File: config.mk
export PLATFORM = sky130hd
export DESIGN_NAME = source_line_classifier
export DESIGN_NICKNAME = d
export VERILOG_FILES = /design/src/hw/rtl/slc_pkg.sv /design/src/hw/rtl/slc_line_fsm.sv /design/src/hw/rtl/source_line_classifier.sv
export SDC_FILE = /design/constraint.sdc
export NUM_CORES = 1
export LEC_CHECK = 0
export ABC_AREA = 1
export BUFFER_PORTS_ARGS = -buffer_cell sky130_fd_sc_hd__clkbuf_2
export CAP_MARGIN = 20
export CORE_MARGIN = 5
export CORE_UTILIZATION = 40
export DETAILED_ROUTE_END_ITERATION = 16
export PLACE_DENSITY_LB_ADDON = 0.12
export RECOVER_POWER = 50
export SLEW_MARGIN = 20
export SYNTH_ARGS = -nofsm -noshare
export SYNTH_HDL_FRONTEND = slang
export SYNTH_HIERARCHICAL = 1
export SYNTH_SLANG_ARGS = --single-unit
File: constraint.sdc
create_clock -name i_clk -period 4.95 [get_ports i_clk]
set_input_delay 0.99 -clock i_clk [delete_from_list [all_inputs] [get_ports i_clk]]
set_output_delay 0.99 -clock i_clk [all_outputs]
set_load 0.01 [all_outputs]
File: src/hw/rtl/slc_pkg.sv
// Shared types and character constants for the source line classifier.
package slc_pkg;

    // Fixed width of the reported totals on the output ports.
    localparam int unsigned OUT_WIDTH = 32;

    // Characters that steer the line state.
    localparam logic [7:0] CH_LF    = 8'h0A;
    localparam logic [7:0] CH_TAB   = 8'h09;
    localparam logic [7:0] CH_CR    = 8'h0D;
    localparam logic [7:0] CH_SPACE = 8'h20;
    localparam logic [7:0] CH_STAR  = 8'h2A;
    localparam logic [7:0] CH_SLASH = 8'h2F;

    // Where the current line stands in its leading text.
    typedef enum logic [4:0] {
        PH_LEAD    = 5'b00001,
        PH_SLASH   = 5'b00010,
        PH_BLOCK   = 5'b00100,
        PH_LINECOM = 5'b01000,
        PH_CODE    = 5'b10000
    } t_phase;

    // Per-file line state held by the classifier.
    typedef struct packed {
        logic   block_open;
        logic   line_has_text;
        t_phase phase;
        logic   last_was_star;
        logic   close_seen;
    } t_line_state;

    // Increments for the three totals caused by one item.
    typedef struct packed {
        logic [1:0] blank;
        logic       code;
        logic       comment;
    } t_incr;

endpackage

File: src/hw/rtl/slc_line_fsm.sv
// Per-byte line state and line classification for the source line classifier.
module slc_line_fsm (
    input  logic                 i_clk,
    input  logic                 i_rst_n,
    input  logic                 i_step,
    input  logic [7:0]           i_ch,
    input  logic                 i_end_of_file,
    output slc_pkg::t_incr       o_incr
);

    slc_pkg::t_line_state r_state;
    slc_pkg::t_line_state n_state;

    logic w_is_nl;
    logic w_finish;
    logic w_is_ws;
    logic w_blank;
    logic w_comment;

    assign w_is_nl  = !i_end_of_file && (i_ch == slc_pkg::CH_LF);
    assign w_finish = w_is_nl || (i_end_of_file && r_state.line_has_text);
    assign w_is_ws  = (i_ch == slc_pkg::CH_SPACE) ||
                      ((i_ch >= slc_pkg::CH_TAB) && (i_ch <= slc_pkg::CH_CR));

    assign w_blank   = (r_state.phase == slc_pkg::PH_LEAD);
    assign w_comment = !w_blank && (r_state.block_open ||
                                    (r_state.phase == slc_pkg::PH_BLOCK) ||
                                    (r_state.phase == slc_pkg::PH_LINECOM));

    always_comb begin
        o_incr.blank   = {1'b0, w_finish && w_blank} + {1'b0, i_end_of_file};
        o_incr.comment = w_finish && w_comment;
        o_incr.code    = w_finish && !w_blank && !w_comment;
    end

    always_comb begin
        n_state = r_state;
        if (w_finish) begin
            // A closed block ends the open comment; a line opening one leaves it open.
            if (!w_blank) begin
                if (r_state.block_open) begin
                    n_state.block_open = !r_state.close_seen;
                end else if (r_state.phase == slc_pkg::PH_BLOCK) begin
                    n_state.block_open = !r_state.close_seen;
                end
            end
            n_state.line_has_text = 1'b0;
            n_state.phase         = slc_pkg::PH_LEAD;
            n_state.last_was_star = 1'b0;
            n_state.close_seen    = 1'b0;
        end else if (!i_end_of_file) begin
            n_state.line_has_text = 1'b1;
            n_state.close_seen    = r_state.close_seen ||
                                    ((i_ch == slc_pkg::CH_SLASH) && r_state.last_was_star);
            n_state.last_was_star = (i_ch == slc_pkg::CH_STAR);
            unique case (r_state.phase) inside
                slc_pkg::PH_LEAD: begin
                    if (i_ch == slc_pkg::CH_SLASH) begin
                        n_state.phase = slc_pkg::PH_SLASH;
                    end else if (!w_is_ws) begin
                        n_state.phase = slc_pkg::PH_CODE;
                    end
                end
                slc_pkg::PH_SLASH: begin
                    if (i_ch == slc_pkg::CH_STAR) begin
                        n_state.phase = slc_pkg::PH_BLOCK;
                    end else if (i_ch == slc_pkg::CH_SLASH) begin
                        n_state.phase = slc_pkg::PH_LINECOM;
                    end else begin
                        n_state.phase = slc_pkg::PH_CODE;
                    end
                end
                slc_pkg::PH_BLOCK, slc_pkg::PH_LINECOM, slc_pkg::PH_CODE: begin
                    n_state.phase = r_state.phase;
                end
                default: begin
                    n_state.phase = slc_pkg::PH_LEAD;
                end
            endcase
        end
        if (i_end_of_file) begin
            n_state.block_open    = 1'b0;
            n_state.line_has_text = 1'b0;
            n_state.phase         = slc_pkg::PH_LEAD;
            n_state.last_was_star = 1'b0;
            n_state.close_seen    = 1'b0;
        end
    end

    always_ff @(posedge i_clk) begin
        if (!i_rst_n) begin
            r_state.block_open    <= 1'b0;
            r_state.line_has_text <= 1'b0;
            r_state.phase         <= slc_pkg::PH_LEAD;
            r_state.last_was_star <= 1'b0;
            r_state.close_seen    <= 1'b0;
        end else if (i_step) begin
            r_state <= n_state;
        end
    end

endmodule

File: src/hw/rtl/source_line_classifier.sv
// Top level of the source line classifier: input register, line state and saturating totals.
//
// The block takes source text one byte per transfer and sorts every line that a line feed
// ends as blank (whitespace only), comment (a block comment is open, or the first text is
// a double slash or slash-star) or code. An end-of-file transfer finishes any unfinished
// line, adds one further blank line, clears the per-file state and produces one result
// transfer carrying the three running totals; byte transfers produce no result. The totals
// persist across files and stick at their largest value; with COUNT_WIDTH above 32 the
// ports carry the low 32 bits. One item is taken every cycle while the input side does not
// stall: a byte passes from the input register through a single level of line-state logic into
// the state and count registers, and an end-of-file result passes from the input register
// into the result register. The input side only stalls when an end-of-file item must load the
// result register while a previous result is still waiting to be taken.
module source_line_classifier #(
    parameter int unsigned COUNT_WIDTH = 32
) (
    input  logic                              i_clk,
    input  logic                              i_rst_n,
    input  logic                              i_valid,
    output logic                              o_ready,
    input  logic [7:0]                        i_ch,
    input  logic                              i_end_of_file,
    output logic                              o_valid,
    input  logic                              i_ready,
    output logic [slc_pkg::OUT_WIDTH-1:0]     o_blank_count,
    output logic [slc_pkg::OUT_WIDTH-1:0]     o_code_count,
    output logic [slc_pkg::OUT_WIDTH-1:0]     o_comment_count
);

    localparam int unsigned OW = slc_pkg::OUT_WIDTH;

    // Input register.
    logic       r_in_valid;
    logic [7:0] r_ch;
    logic       r_eof;

    // Running totals.
    logic [COUNT_WIDTH-1:0] r_blank;
    logic [COUNT_WIDTH-1:0] r_code;
    logic [COUNT_WIDTH-1:0] r_comment;
    logic [COUNT_WIDTH-1:0] n_blank;
    logic [COUNT_WIDTH-1:0] n_code;
    logic [COUNT_WIDTH-1:0] n_comment;

    // Result register.
    logic          r_out_valid;
    logic [OW-1:0] r_out_blank;
    logic [OW-1:0] r_out_code;
    logic [OW-1:0] r_out_comment;

    logic           w_step;
    slc_pkg::t_incr w_incr;

    // Adds at most two and sticks at the all-ones value.
    function automatic logic [COUNT_WIDTH-1:0] sat_add(
        input logic [COUNT_WIDTH-1:0] cnt,
        input logic [1:0]             inc
    );
        logic [COUNT_WIDTH:0] sum;
        sum = {1'b0, cnt} + {{(COUNT_WIDTH - 1){1'b0}}, inc};
        if (sum[COUNT_WIDTH]) begin
            sat_add = {COUNT_WIDTH{1'b1}};
        end else begin
            sat_add = sum[COUNT_WIDTH-1:0];
        end
    endfunction

    // Fits a total to the port width: low bits when wider, zero-extended when narrower.
    function automatic logic [OW-1:0] to_port(input logic [COUNT_WIDTH-1:0] cnt);
        logic [OW+COUNT_WIDTH-1:0] ext;
        ext     = {{OW{1'b0}}, cnt};
        to_port = ext[OW-1:0];
    endfunction

    // A byte always moves on; an end-of-file item needs room in the result register.
    assign w_step  = r_in_valid && (!r_eof || !r_out_valid || i_ready);
    assign o_ready = !r_in_valid || w_step;

    slc_line_fsm u_line_fsm (
        .i_clk         (i_clk),
        .i_rst_n       (i_rst_n),
        .i_step        (w_step),
        .i_ch          (r_ch),
        .i_end_of_file (r_eof),
        .o_incr        (w_incr)
    );

    always_comb begin
        n_blank   = sat_add(r_blank, w_incr.blank);
        n_code    = sat_add(r_code, {1'b0, w_incr.code});
        n_comment = sat_add(r_comment, {1'b0, w_incr.comment});
    end

    always_ff @(posedge i_clk) begin
        if (!i_rst_n) begin
            r_in_valid <= 1'b0;
        end else if (o_ready) begin
            r_in_valid <= i_valid;
        end
    end

    always_ff @(posedge i_clk) begin
        if (i_valid && o_ready) begin
            r_ch  <= i_ch;
            r_eof <= i_end_of_file;
        end
    end

    always_ff @(posedge i_clk) begin
        if (!i_rst_n) begin
            r_blank   <= '0;
            r_code    <= '0;
            r_comment <= '0;
        end else if (w_step) begin
            r_blank   <= n_blank;
            r_code    <= n_code;
            r_comment <= n_comment;
        end
    end

    always_ff @(posedge i_clk) begin
        if (!i_rst_n) begin
            r_out_valid <= 1'b0;
        end else if (w_step && r_eof) begin
            r_out_valid <= 1'b1;
        end else if (i_ready) begin
            r_out_valid <= 1'b0;
        end
    end

    always_ff @(posedge i_clk) begin
        if (w_step && r_eof) begin
            r_out_blank   <= to_port(n_blank);
            r_out_code    <= to_port(n_code);
            r_out_comment <= to_port(n_comment);
        end
    end

    assign o_valid         = r_out_valid;
    assign o_blank_count   = r_out_blank;
    assign o_code_count    = r_out_code;
    assign o_comment_count = r_out_comment;

endmodule
==> impl_metrics.ini, run 1 <==
[outcome]
violations = max-capacitance violations, max-slew violations
outcome = finished, violations left

[floorplan]
rows = 60
io_pins = 111
core-area_sq_mm = 0.0270
initial_utilization = 0.407
fp.dieH_um = 176
die_x_um = 176
die_area_sq_mm = 0.0309

[yosys]
yosys.area.top_type = edfxtp_1
synth_seq_cells = 212
syn-num-nets = 1481
synth_top_area_share = 0.287
synthTopCellsByArea = edfxtp_1, dfxtp_1, nand2_1
yosys_warnings = 6
synthCells = 1460
yosysSeqAreaShare = 0.481
syn_area_per_cell_sq_um = 7.54
synth_cell_type_count = 31
syn_area_sq_mm = 0.0110

[routing]
antenna_left = 0
first_pass_iters = 7
wl_per_cell_um = 14.5
route.detailed.drc = 0
routed_via_density = 4.89
vias = 9408
drt_wl_total_um = 28000
drt_iter0_markers = 627

[setup_path]
endpoint_kind = register
rr_worst_depth = 4
crit_fanout = 50
worstPathArrival_ps = 4090
crit_required_ps = 5120
worstSetupStartpointType = register
criticalPathCategory = register to register

[timing]
clock_skew_ps = 19.0
finalHoldViolations = 0
rsz0062_at_grt = no
setup_tns_ps = 0
setup_viol = 0
min_period_ps = 3920
finalCritPeriodShare = 0.792
finalMaxSlewViolations = 51
worst_pin_slew_ps = 2140
max_freq_mhz = 255
max-slew-margin-rel = -0.426

[placed_design]
port_buffers = 110
place_hpwl_um = 19300
gp_congestion = 0.857

[grt]
grt_overflow_total = 0
grt_max_degree = 78
grt_util_all_layers = 0.180
grt_pass1_vias = 9125
use_met3 = 0.0314
busiest_layer = met2
met1_usage = 0.253
antenna_found_initial = 0
grt_pass1_wl_um = 46200
globalRouteMet2Util = 0.293

[clock_network]
post-cts-setup-buffer-count = 0
cts_buffers = 26
cts_root_buf = clkbuf_16
cts_max_level = 1
cts_tree = done
cts_resized = 0
clock_latency_ps = 530
cts.clk_slew.worst_paths_ps = 50
cts_buffer_depth = 3
clock-sinks = 212
cts-hold-fix-buffers = 0

[layout]
final_common_cell = nand2_1
num_antenna_cells = 0
fin_nets = 1583
layout-drive-gt1-share = 0.0809
nFillCells = 2740
syn_to_final_growth_pct = 14.0
final_cell_mix = nand2_1, nor2_1, inv_1
final_util = 0.464

[pwr]
p_per_area_mw_per_mm2 = 340
power.total_mw = 4.26
vdd_drop_max_v = 0.000266
leakage_nw = 5.36

[job]
drv_cap = 1

[worst_hold_path]
hold_class = register to register
whs_path_depth = 2
## Yosys cell counts, drive strengths merged
cell type  count
and2           2
a31oi          1
ha             7
inv          210
fa             1
o21ai         88
edfxtp       105
nand3        119
nand3b        15
clkbuf        24
xnor2          1
nor3           2
nand2        387
xor2          19
a21oi         64
nand4         29
buf           18
nor2         261
dfxtp        107
## path summary, 6_finish.rpt
path / start / to / slack, ps
setup / recovery: r_eof / o_comment_count[8] / 1030
hold / removal: u_line_fsm/r_state[0] / u_line_fsm/r_state[0] / 450
setup reg to reg: r_eof / o_comment_count[8] / 1030
hold reg to reg: u_line_fsm/r_state[0] / u_line_fsm/r_state[0] / 450
## critical path, stage by stage, from the launching register on
cell	delay [ps]
edfxtp_1	540
a31oi_1	710
nand2_1	140
inv_1	1550
buf_4	580
## flip-flops by register name (all words and copies together) (netlist names)
name / cells
r_in_valid: 1
r_ch: 8
o_code_count: 32
o_valid: 1
o_comment_count: 32
r_eof: 1
r_blank: 32
u_line_fsm/r_state: 9
r_comment: 32
o_blank_count: 32
r_code: 32
## area by class of cell
type | count | area (sq um) | area share
flip-flops and latches | 212 | 5300 | 0.422
repair buffers | 116 | 485 | 0.0387
clock inverters | 11 | 108 | 0.00858
inverters | 210 | 791 | 0.0630
multi-input cells | 996 | 4660 | 0.372
clock buffers | 37 | 773 | 0.0616
well taps | 341 | 427 | 0.0340
## layer usage
layer	vias up	wire (um)
met5	-	0
met4	0	503
met2	211	12100
li1	4872	-
met3	38	1490
met1	4287	13800
## logic make-up (layout without fill, tap and decap cells)
group | count (synthesis) | count (layout) | synth area share
and+or+nand+nor | 815 | 815 | 0.329
xor gates and xnor gates | 20 | 20 | 0.0159
buffers and inverters | 252 | 374 | 0.0924
adders and majority gates | 8 | 8 | 0.00978
DFF | 212 | 212 | 0.481
AOI/OAI and AO/OA | 153 | 153 | 0.0714
## per-stage QoR
stage	cell area, sq um	instances	setup slack [ps]	hold WS (ps)
2_1_floorplan	11000	1460	964	424
3_3_place_gp	11800	1875	1490	442
3_5_place_dp	11800	1875	1450	446
4_1_cts	12700	1923	1400	455
5_1_grt	12500	1923	558	488
6_report	12500	1923	1030	452
## power breakdown
part	switching, mW	internal, mW	total, mW
clock network	0.730	1.19	1.92
registers	0.0763	1.94	2.02
logic	0.218	0.109	0.327
total	1.02	3.23	4.26
No activity file was read; power rests on OpenSTA's default activity.
==> run 2: changes to the inputs <==
==> constraint.sdc (replaced) <==
create_clock -name i_clk -period 4.1 [get_ports i_clk]
set_input_delay 0.82 -clock i_clk [delete_from_list [all_inputs] [get_ports i_clk]]
set_output_delay 0.82 -clock i_clk [all_outputs]
set_load 0.01 [all_outputs]
==> run 2 against run 1 <==
  * The run now ends clean
  * Count of clock-buffer cells in the layout decreased by 10
  * Sequential share of layout area decreased by 0.13 points
  * Final cell count increased by 0.10%
  * Hold slack got worse by 7.2 ps
  * First-iteration DRC count decreased by 6.1%
  * Clock skew decreased by 8.3 ps
  * Sequential cell count unchanged
  * Clock power increased by 26%
  * Critical path depth increased by 16
  * Via count about the same
  * Final area increased by 0.31%
  * Setup slack got worse by 250 ps
  * Critical endpoint is now r_blank[29]
==> impl_metrics.ini, run 2 (synthesis gave the netlist of run 1 again) <==
[grt]
antenna_found_initial = 0
globalRouteMet2Util = 0.288
grt_util_all_layers = 0.180
grt_pass1_vias = 8952
grt_max_degree = 97
busiest_layer = met2
use_met3 = 0.0286
met1_usage = 0.261
grt_overflow_total = 0
grt_pass1_wl_um = 46200

[timing]
worst_pin_slew_ps = 1090
min_period_ps = 3320
max-slew-margin-rel = 0.275
finalHoldViolations = 0
setup_tns_ps = 0
setup_viol = 0
rsz0062_at_grt = no
finalMaxSlewViolations = 0
max_freq_mhz = 302
clock_skew_ps = 10.7
finalCritPeriodShare = 0.809

[routing]
route.detailed.drc = 0
drt_wl_total_um = 28000
wl_per_cell_um = 14.5
vias = 9409
drt_iter0_markers = 589
first_pass_iters = 5
routed_via_density = 4.89
antenna_left = 0

[clock_network]
clock_latency_ps = 520
cts_root_buf = clkbuf_16
cts_buffers = 25
cts.clk_slew.worst_paths_ps = 60
cts-hold-fix-buffers = 0
cts_resized = 0
clock-sinks = 212
cts_buffer_depth = 3
cts_max_level = 1
post-cts-setup-buffer-count = 0
cts_tree = done

[layout]
layout-drive-gt1-share = 0.0821
nFillCells = 2769
final-seq-area_sq_mm = 0.00530
num_antenna_cells = 0
final_common_cell = nand2_1
final_util = 0.466
multi_input_area_sq_mm = 0.00466
final_cell_mix = nand2_1, nor2_1, inv_1
fin_nets = 1586
syn_to_final_growth_pct = 14.3

[outcome]
outcome = completed

[setup_path]
reg2reg_from = r_ch[3]
worstSetupStartpointType = register
worstPathArrival_ps = 3780
cp-startpoint = r_ch[3]
endpoint_kind = register
crit_fanout = 34
criticalPathCategory = register to register
crit_required_ps = 4560

[floorplan]
fp.dieH_um = 176
core-area_sq_mm = 0.0270
rows = 60
die_area_sq_mm = 0.0309
initial_utilization = 0.407
io_pins = 111
die_x_um = 176

[pwr]
power.total_mw = 5.24
vdd_drop_max_v = 0.000263
leakage_nw = 5.37
p_per_area_mw_per_mm2 = 416

[worst_hold_path]
holdCritStartpoint = u_line_fsm/r_state[0]
hold_class = register to register

[placed_design]
gp_congestion = 0.902
place_hpwl_um = 19600
port_buffers = 110

[job]
drv_cap = 0
[run 2: area by class of cell]
type / count / area share
Multi-Input combinational cell: 996 / 0.371
Inverter: 210 / 0.0629
Tap cell: 341 / 0.0339
Timing Repair Buffer: 120 / 0.0406
Clock inverter: 19 / 0.0209
Clock buffer: 27 / 0.0503
Sequential cell: 212 / 0.421
[run 2: metal layers]
layer | routed length, um | share of wire
met1 | 13900 | 0.50
met2 | 12300 | 0.44
met3 | 1370 | 0.049
met4 | 355 | 0.013
met5 | 0 | 0
[run 2: path summary, 6_finish.rpt]
kind / end / slack [ps] / depth (start not counted)
min reg2reg: u_line_fsm/r_state[0] / 440 / 2
min: u_line_fsm/r_state[0] / 440 / 2
max reg2reg: r_blank[29] / 780 / 20
max: r_blank[29] / 780 / 20
[run 2: report_power, final]
| part | switching (mW) | internal (mW) | leakage [nW] |
|---|---|---|---|
| logic | 0.267 | 0.132 | 3.08 |
| registers | 0.0901 | 2.34 | 1.86 |
| clock network | 0.908 | 1.50 | 0.436 |
| total | 1.27 | 3.97 | 5.37 |
[run 2: stage by stage]
| step | hold slack (ps) | instance area [sq um] | instances | worst slack [ps] |
|---|---|---|---|---|
| 3_5_place_dp | 438 | 11800 | 1879 | 792 |
| 4_1_cts | 439 | 12700 | 1925 | 755 |
| 3_3_place_gp | 437 | 11800 | 1879 | 859 |
| 2_1_floorplan | 424 | 11000 | 1460 | 284 |
| 6_report | 445 | 12600 | 1925 | 783 |
| 5_1_grt | 433 | 12600 | 1925 | 472 |
[run 2: worst max-delay path, cell delays in order, from the launching register on]
cell      delay [ps]
edfxtp_1         420
nand2_1           90
inv_1             40
nand2_2           80
nor2_4            40
nor2_4           180
a21oi_1           90
inv_1             70
nor2_1            40
ha_1             290
ha_1             170
inv_1             60
fa_1             440
nor2_4           230
nand2_4          110
nor2_4           140
nand2_2          120
buf_4            290
nand3_1          170
nor2_1            50
nor2_1           110
